### src/hw/rtl/qdd_pkg.sv
// Shared types, constants and the transition lookup for the quadrature detent decoder.
package qdd_pkg;

    localparam int COUNT_WIDTH = 16;   // pulse counter width, 8 to 32
    localparam int PULSE_W     = 16;   // width of the reported pulse count
    localparam int PPD_W       = 7;    // pulses-per-detent register width

    localparam logic [PPD_W-1:0] PPD_RESET = PPD_W'(4);

    typedef enum logic [1:0] {
        CMD_SAMPLE = 2'd0,
        CMD_TAKE   = 2'd1,
        CMD_INIT   = 2'd2
    } t_cmd;

    typedef enum logic [1:0] {
        STEP_NONE  = 2'd0,
        STEP_PLUS  = 2'd1,
        STEP_MINUS = 2'd2
    } t_step;

    typedef enum logic [1:0] {
        DET_NONE = 2'd0,
        DET_CCW  = 2'd1,
        DET_CW   = 2'd2
    } t_detent;

    typedef struct packed {
        t_cmd cmd;
        logic pin_a;
        logic pin_b;
    } t_word;

    typedef struct packed {
        t_detent            detent;
        t_step              step;
        logic [PULSE_W-1:0] pulse_count;
    } t_result;

    // Transition code is {previous A, previous B, current A, current B}.
    function automatic t_step f_step_lookup(input logic [3:0] code);
        t_step s;
        case (code) inside
            4'b0010, 4'b0100, 4'b1011, 4'b1101: s = STEP_PLUS;
            4'b0001, 4'b0111, 4'b1000, 4'b1110: s = STEP_MINUS;
            default:                            s = STEP_NONE;
        endcase
        return s;
    endfunction

endpackage

### src/hw/rtl/qdd_core.sv
// Decoder state and the single-pass update for one command word.
module qdd_core (
    input  logic                        i_clk,
    input  logic                        i_rst_n,
    input  logic                        i_advance,
    input  qdd_pkg::t_word              i_word,
    input  logic [qdd_pkg::PPD_W-1:0]   i_ppd,
    output qdd_pkg::t_result            o_result
);
    import qdd_pkg::*;

    localparam logic signed [COUNT_WIDTH-1:0] CNT_MAX = {1'b0, {(COUNT_WIDTH-1){1'b1}}};
    localparam logic signed [COUNT_WIDTH-1:0] CNT_MIN = {1'b1, {(COUNT_WIDTH-1){1'b0}}};

    logic [1:0]                     r_levels, n_levels;
    t_step                          r_dir, n_dir;
    logic signed [COUNT_WIDTH-1:0]  r_count, n_count;

    logic [1:0]                     levels;
    t_step                          step;
    t_detent                        detent;
    logic signed [COUNT_WIDTH-1:0]  base;
    logic signed [COUNT_WIDTH:0]    ppd_x;
    logic signed [COUNT_WIDTH:0]    count_x;

    assign levels  = {i_word.pin_a, i_word.pin_b};
    // zero detent size acts as one
    assign ppd_x   = (i_ppd == '0) ? (COUNT_WIDTH+1)'(1)
                                   : $signed({{(COUNT_WIDTH+1-PPD_W){1'b0}}, i_ppd});
    assign count_x = {r_count[COUNT_WIDTH-1], r_count};

    always_comb begin
        n_levels = r_levels;
        n_dir    = r_dir;
        n_count  = r_count;
        step     = STEP_NONE;
        detent   = DET_NONE;
        base     = r_count;
        case (i_word.cmd)
            CMD_SAMPLE: begin
                step     = f_step_lookup({r_levels, levels});
                n_levels = levels;
                if (step != STEP_NONE) begin
                    // reversal restarts the count
                    if (r_dir != STEP_NONE && r_dir != step) begin
                        base = '0;
                    end
                    n_dir = step;
                    if (step == STEP_PLUS) begin
                        n_count = (base != CNT_MAX) ? base + COUNT_WIDTH'(1) : base;
                    end else begin
                        n_count = (base != CNT_MIN) ? base - COUNT_WIDTH'(1) : base;
                    end
                end
            end
            CMD_TAKE: begin
                if (count_x >= ppd_x) begin
                    n_count = COUNT_WIDTH'(count_x - ppd_x);
                    detent  = DET_CCW;
                end else if (count_x <= -ppd_x) begin
                    n_count = COUNT_WIDTH'(count_x + ppd_x);
                    detent  = DET_CW;
                end
            end
            CMD_INIT: begin
                n_levels = levels;
            end
            default: ;
        endcase
    end

    assign o_result.detent      = detent;
    assign o_result.step        = step;
    assign o_result.pulse_count = PULSE_W'(n_count);

    always_ff @(posedge i_clk) begin
        if (!i_rst_n) begin
            r_levels <= '0;
            r_dir    <= STEP_NONE;
            r_count  <= '0;
        end else if (i_advance) begin
            r_levels <= n_levels;
            r_dir    <= n_dir;
            r_count  <= n_count;
        end
    end

    a_step_only_sample: assert property (@(posedge i_clk) disable iff (!i_rst_n)
        (i_advance && o_result.step != STEP_NONE) |-> i_word.cmd == CMD_SAMPLE)
        else $error("step reported for a non-sample word");

    a_detent_only_take: assert property (@(posedge i_clk) disable iff (!i_rst_n)
        (i_advance && o_result.detent != DET_NONE) |-> i_word.cmd == CMD_TAKE)
        else $error("detent reported for a non-take word");

    a_hold_when_idle: assert property (@(posedge i_clk) disable iff (!i_rst_n)
        !i_advance |=> ($stable(r_count) && $stable(r_dir) && $stable(r_levels)))
        else $error("state moved without an advancing word");

    a_init_keeps_count: assert property (@(posedge i_clk) disable iff (!i_rst_n)
        (i_advance && i_word.cmd == CMD_INIT) |=> ($stable(r_count) && $stable(r_dir)))
        else $error("capture word altered count or direction");

endmodule

### src/hw/rtl/quadrature_detent_decoder.sv
// Top level: input register, decoder core, output register and detent-size register.
// Path: an accepted word passes the input register and then the result register, which
//   presents its result word on o_valid.
// Throughput: one word per cycle while i_ready holds; the core's single lookup-and-add sets this figure.
// Reset (synchronous, i_rst_n low): levels, direction and count clear, detent size 4,
//   both registers empty.
module quadrature_detent_decoder (
    input  logic                        i_clk,
    input  logic                        i_rst_n,
    // command word in
    input  logic                        i_valid,
    output logic                        o_ready,
    input  logic [1:0]                  i_command,
    input  logic                        i_pin_a,
    input  logic                        i_pin_b,
    // result word out
    output logic                        o_valid,
    input  logic                        i_ready,
    output logic [1:0]                  o_detent,
    output logic [1:0]                  o_step,
    output logic signed [qdd_pkg::PULSE_W-1:0] o_pulse_count,
    // detent size register
    input  logic                        i_cfg_wr_en,
    input  logic [qdd_pkg::PPD_W-1:0]   i_cfg_wr_data
);
    import qdd_pkg::*;

    logic               r_in_valid;
    t_word              r_in_word;
    logic               r_out_valid;
    t_result            r_out;
    logic [PPD_W-1:0]   r_ppd;

    logic               out_free;   // result register can take a word this cycle
    logic               advance;    // registered input word moves into the result register
    t_result            result;

    assign out_free = !r_out_valid || i_ready;
    assign advance  = r_in_valid && out_free;
    // input register refills as it drains, so no bubble at full rate
    assign o_ready  = !r_in_valid || out_free;

    always_ff @(posedge i_clk) begin
        if (!i_rst_n) begin
            r_ppd <= PPD_RESET;
        end else if (i_cfg_wr_en) begin
            r_ppd <= i_cfg_wr_data;
        end
    end

    always_ff @(posedge i_clk) begin
        if (!i_rst_n) begin
            r_in_valid <= 1'b0;
        end else if (o_ready) begin
            r_in_valid <= i_valid;
        end
    end

    always_ff @(posedge i_clk) begin
        if (o_ready && i_valid) begin
            r_in_word.cmd   <= t_cmd'(i_command);
            r_in_word.pin_a <= i_pin_a;
            r_in_word.pin_b <= i_pin_b;
        end
    end

    qdd_core u_core (
        .i_clk     (i_clk),
        .i_rst_n   (i_rst_n),
        .i_advance (advance),
        .i_word    (r_in_word),
        .i_ppd     (r_ppd),
        .o_result  (result)
    );

    always_ff @(posedge i_clk) begin
        if (!i_rst_n) begin
            r_out_valid <= 1'b0;
        end else if (out_free) begin
            r_out_valid <= r_in_valid;
        end
    end

    always_ff @(posedge i_clk) begin
        if (advance) begin
            r_out <= result;
        end
    end

    assign o_valid       = r_out_valid;
    assign o_detent      = r_out.detent;
    assign o_step        = r_out.step;
    assign o_pulse_count = r_out.pulse_count;

endmodule
### config.mk
export PLATFORM = sky130hd
export DESIGN_NAME = quadrature_detent_decoder
export DESIGN_NICKNAME = d
export VERILOG_FILES = /design/src/hw/rtl/qdd_pkg.sv /design/src/hw/rtl/qdd_core.sv /design/src/hw/rtl/quadrature_detent_decoder.sv
export SDC_FILE = /design/constraint.sdc
export NUM_CORES = 1
export LEC_CHECK = 0
export ABC_AREA = 1
export BUFFER_PORTS_ARGS = -buffer_cell sky130_fd_sc_hd__buf_2
export CORE_MARGIN = 3
export CORE_UTILIZATION = 45
export CTS_BUF_LIST = sky130_fd_sc_hd__clkbuf_4
export DETAILED_ROUTE_END_ITERATION = 6
export PLACE_DENSITY_LB_ADDON = 0.12
export SETUP_SLACK_MARGIN = 0.15
export SYNTH_ARGS = -nofsm -noshare
export SYNTH_HDL_FRONTEND = slang
export SYNTH_SLANG_ARGS = --single-unit
### constraint.sdc
create_clock -name i_clk -period 3.6 [get_ports i_clk]
set_clock_uncertainty 0.1 [all_clocks]
set_input_delay 0.54 -clock i_clk [delete_from_list [all_inputs] [get_ports i_clk]]
set_output_delay 0.54 -clock i_clk [all_outputs]
set_load 0.02 [all_outputs]
# Word-level counts from Yosys, hierarchy flattened
# Cells that the tools add are included.
# word_totals
register_bits,53
in_bits,16
output_inout_bits,22
wordCells,68
# op_classes
n_addsub,5
n_lt_le_gt_ge,2
n_eq_ne,14
mux,16
bitwise,1
reduce_logical,17
# op_table
op,n
$mux W16,9
$ne A16 B16 Y1 const B,2
$pmux W16 S2,1
$le A16 B17 Y1,1
$neg A17 Y17,1
$add A16 B2 Y16 const B,1
$add A16 B8 Y16,1
$eq A4 B4 Y1 const B,4
$ge A16 B8 Y1,1
$sub A16 B2 Y16 const B,1
$sub A16 B8 Y16,1
$eq A4 B3 Y1 const B,2
$mux W2,4
$reduce_or A4 Y1,2
$logic_not A7 Y1,1
$mux W7,1
$eq A2 B1 Y1 const B,2
$eq A4 B1 Y1 const B,1
$eq A4 B2 Y1 const B,1
$reduce_bool A2 Y1,2
$reduce_or A2 Y1,2
$logic_and A1 B1 Y1,3
$reduce_and A3 Y1,1
$eq A2 B2 Y1 const B,1
other kinds (7),9

# Depth between registers and ports, before layout
# logic_depth
depth_word,15
mapped_depth,28

# Modules after synthesis
# A second synthesis with hierarchy kept.
# hier_totals
hier_cells,962
hier_area_um2,5840.6
# by_module_without_submodules
mod,n_inst,cells_per_inst,area_each_um2
qdd_core,1,896,4802.1
quadrature_detent_decoder,1,66,1038.5

# Least setup slack after synthesis
# OpenSTA, ideal clock, no wires.
# synth_path
path_kind,reg-to-reg
start,register r_ppd[2]
end,"register r_out, in the netlist o_pulse_count[2], data pin"
arrival_time_ns,2.862
t_required_ns,3.240
setup_slack_ns,0.379
stages_incl_launch_ff,25
n_path_buf,1
cell_sequence,dfxtp_1 -> nor2_1 -> nand4_1 -> nand2_1 -> inv_1 -> ha_1 -> nand2_1 -> nor3_1 -> ha_1 -> inv_1 -> ha_1 -> nand2_1 -> nor2_1 -> nand2_1 -> nor2_1 -> nand2_1 -> nand3_1 -> nand2_1 -> nand2_1 -> buf_2 -> inv_1 -> nand3_1 -> o211ai_1 -> a21boi_0 -> nand2_1
# synth_lines
item,line,rtl
start: declaration,quadrature_detent_decoder.sv:32,logic [PPD_W-1:0] r_ppd;
start signal: assignment,quadrature_detent_decoder.sv:47,r_ppd <= i_cfg_wr_data;
end signal: assignment,quadrature_detent_decoder.sv:86,r_out <= result;
end: declaration,quadrature_detent_decoder.sv:31,t_result r_out;

==> flow_metrics.py <==
metrics = {
    "status": {
        "outcome": "finished, final reports clean",
    },
    "clock_network": {
        "htreeDepth": 2,
        "cts_root_buf": "clkbuf_4",
        "clk_latency_ns": 0.41,
        "clk_pin_slew_ns": 0.17,
        "clock-sinks": 53,
        "cts_tree": "built",
        "numCtsBuffers": 5,
        "cts.path.max_buffers": 2,
    },
    "detailed_routing": {
        "ant_nets": 0,
        "viasPerCell": 5.68,
        "first_pass_iters": 7,
        "drtIter0Drc": 618,
        "vias": 6131,
        "wl_per_cell_um": 18.4,
        "wirelength_um": 19800,
        "drc": 0,
    },
    "grt": {
        "grt_max_degree": 28,
        "first_global_vias": 5744,
        "grt_pass1_wl_um": 31200,
        "grt_antenna_before_repair": 0,
        "grt_usage_pct": 29.5,
        "grt_overflow": 0,
    },
    "worst_setup_path": {
        "arrival_ns": 3.42,
        "critPathMaxFanout": 7,
        "endpoint_kind": "flop",
        "path_class": "flop to flop",
        "cp.required_ns": 3.68,
        "cp-start-kind": "flop",
    },
    "cells_and_area": {
        "nFillCells": 1215,
        "drive_gt1_share_pct": 19.2,
        "layout.cells.non_filler": 1079,
        "area_delta_synth_final_pct": 14.2,
        "n_antenna_cell": 0,
        "fin_util_pct": 54.1,
        "final_nets": 987,
        "multi_input_area_sq_um": 3840,
        "regArea_sq_um": 1310,
    },
    "yosys": {
        "synth_area_per_cell_sq_um": 6.27,
        "seq_area_frac_synth_pct": 23.4,
        "synth_seq_cells": 53,
        "syn_inst": 885,
        "synth_edf_count": 24,
        "ys_warn_count": 0,
        "synth_ff_type": "dfxtp_1",
        "yosysUniqueCellTypes": 48,
        "async_reset_ff_share_pct": 0,
        "synth_area_sq_um": 5550,
    },
    "hold_path": {
        "hold_class": "input port to flop",
    },
    "power_and_ir_drop": {
        "leakage_uw": 0.00322,
        "peakVddDrop_uv": 222,
        "power_density_nw_per_um2": 328,
    },
    "timing": {
        "fmax_ghz": 0.299,
        "tightestPinTransition_ns": 0.881,
        "slew_viol_final": 0,
        "finalHoldViolCount": 0,
        "rsz0062_at_grt": "true",
        "post-route-period-util_pct": 92.8,
        "setup_viol_count_final": 0,
        "max-slew-margin-rel_pct": 41.2,
        "min_period_ns": 3.34,
        "tns_ns": 0,
    },
    "die": {
        "initial_core_util_pct": 47.4,
        "rows": 39,
        "die_h_um": 117,
        "dieArea_sq_um": 13700,
        "die_w_um": 117,
        "core_sq_um": 11700,
        "io_pins": 38,
    },
    "place": {
        "numPlacedInstances": 1065,
        "io_buffers": 37,
        "dp_hpwl_um": 15400,
        "globalplace.congestion": 0.971,
    },
    "job": {
        "drv_cap": 0,
    },
}
layout by cell type (no fill, tap or decap), types with 2 or more instances in the layout:
master / Yosys / routed
nand2_8: 3 / 3
o31ai_1: 2 / 2
buf_2: 13 / 37
o21ai_1: 5 / 5
nand3b_1: 3 / 3
nor4_1: 3 / 2
a21oi_1: 55 / 52
inv_2: 5 / 7
buf_4: 2 / 35
dfxtp_2: 0 / 2
edfxtp_1: 24 / 24
clkbuf_4: 0 / 6
nor3_1: 7 / 6
o21ai_2: 3 / 7
inv_1: 117 / 115
nand2_1: 261 / 248
nand2_2: 5 / 14
o22ai_1: 3 / 2
xnor2_1: 2 / 2
o21ai_0: 45 / 41
a31oi_1: 4 / 4
fa_1: 2 / 2
dfxtp_1: 29 / 26
nor2_4: 5 / 8
nand4_1: 22 / 22
nand3_2: 5 / 21
xor2_1: 17 / 17
conb_1: 1 / 5
ha_1: 34 / 32
nor2_1: 57 / 54
nor2_2: 14 / 14
nand3_1: 98 / 82
o211ai_1: 3 / 3
nand2_4: 3 / 7
a21oi_2: 0 / 3
area by class of cell:
| cell class | instances | share of cell area, % |
|---|---|---|
| Sequential cell | 53 | 20.6 |
| Multi-Input combinational cell | 677 | 60.7 |
| Clock buffer | 6 | 0.711 |
| Inverter | 124 | 7.38 |
| Clock inverter | 2 | 0.217 |
| Tap cell | 143 | 2.82 |
| Timing Repair Buffer | 74 | 7.56 |
kinds of logic (layout without fill, tap and decap cells):
kind of cell / count (synthesis) / count (layout) / share of synthesized area (%)
AO/OA/AOI/OAI: 129 / 129 / 13.1
XOR/XNOR: 19 / 19 / 3.00
adder cells (fa/ha/maj): 36 / 36 / 8.39
buffers and inverters: 159 / 206 / 11.6
flip-flops: 53 / 53 / 23.4
other: 1 / 5 / 0.0676
AND/OR/NAND/NOR: 488 / 488 / 40.4
cell usage after synthesis (7+ instances only):
cell type,count,area [sq um]
nand3_1,98,490
edfxtp_1,24,721
clkbuf_1,16,60.1
o21ai_0,45,225
a21oi_1,55,275
nor2_2,14,87.6
nor2_1,57,214
dfxtp_1,29,581
inv_1,117,439
ha_1,34,425
xor2_1,17,149
buf_2,13,65.1
nor3_1,7,35.0
nand2_1,261,980
nand4_1,22,138
state kept, by name, indices dropped and copies added (netlist names):
name	count
o_step	2
u_core.r_count	16
r_in_valid	1
u_core.r_dir	2
o_valid	1
r_ppd	7
u_core.r_levels	2
r_in_word	4
o_detent	2
o_pulse_count	16
final timing paths:
kind	cells after the start	start	slack (ns)	end
hold / removal	1	i_command[1]	0.20	r_in_word[3]
setup reg to reg	24	r_ppd[2]	0.26	o_pulse_count[13]
hold reg to reg	2	r_ppd[0]	0.40	r_ppd[0]
setup / recovery	24	r_ppd[2]	0.26	o_pulse_count[13]
critical path, stage by stage (launching register included):
cell and delay [ns]:
dfxtp_2 0.37, nor2_4 0.13, nand4_1 0.08, nand2_1 0.09, inv_1 0.05, ha_2 0.20, nand2_4 0.09, nor3_2 0.04
ha_1 0.28, inv_2 0.04, ha_4 0.27, nand2_4 0.05, nor2_4 0.12, nand2_1 0.06, nor2_1 0.10, nand2_1 0.09
nand4_1 0.13, nand2_4 0.11, nor2_4 0.13, buf_6 0.13, nand3_2 0.06, nand2_2 0.08, nand3_1 0.10, nand3_2 0.13
nand2_1 0.07
metal layers:
metal	vias to the layer above	part of all wire (%)	wire [um]	global-route usage (%)
li1	2977	-	-	-
met1	2849	43	8530	39.6
met2	259	48	9450	49.2
met3	46	6.3	1260	4.16
met4	0	3.0	591	9.40
met5	-	0	0	0
power breakdown:
part | switching, uW | total, uW | internal, uW
logic | 700 | 1050 | 347
clock network | 220 | 307 | 86.2
registers | 42.0 | 727 | 685
total | 963 | 2080 | 1120
timing repair:
action                                 CTS  global route
gates resized for setup                  5            60
pin swaps                                0            30
hold buffers                             0             0
setup endpoints to repair               30            32
buffers inserted                         0             6
endpoints found under the hold margin    0             0
metrics by stage:
stage | hold slack, ns | setup slack [ns] | total power, uW | instance area [sq um]
after CTS | 0.194 | 0.152 | 2000 | 6070
after global placement | 0.370 | 0.0332 | 1680 | 6000
after global routing | 0.183 | -0.0320 | 2220 | 6340
after detailed placement | 0.379 | -0.0595 | 1690 | 6000
final | 0.197 | 0.258 | 2080 | 6340
after floorplan | 0.333 | 0.379 | 1390 | 5570
Note: power is estimated with default switching activity, not from simulation.
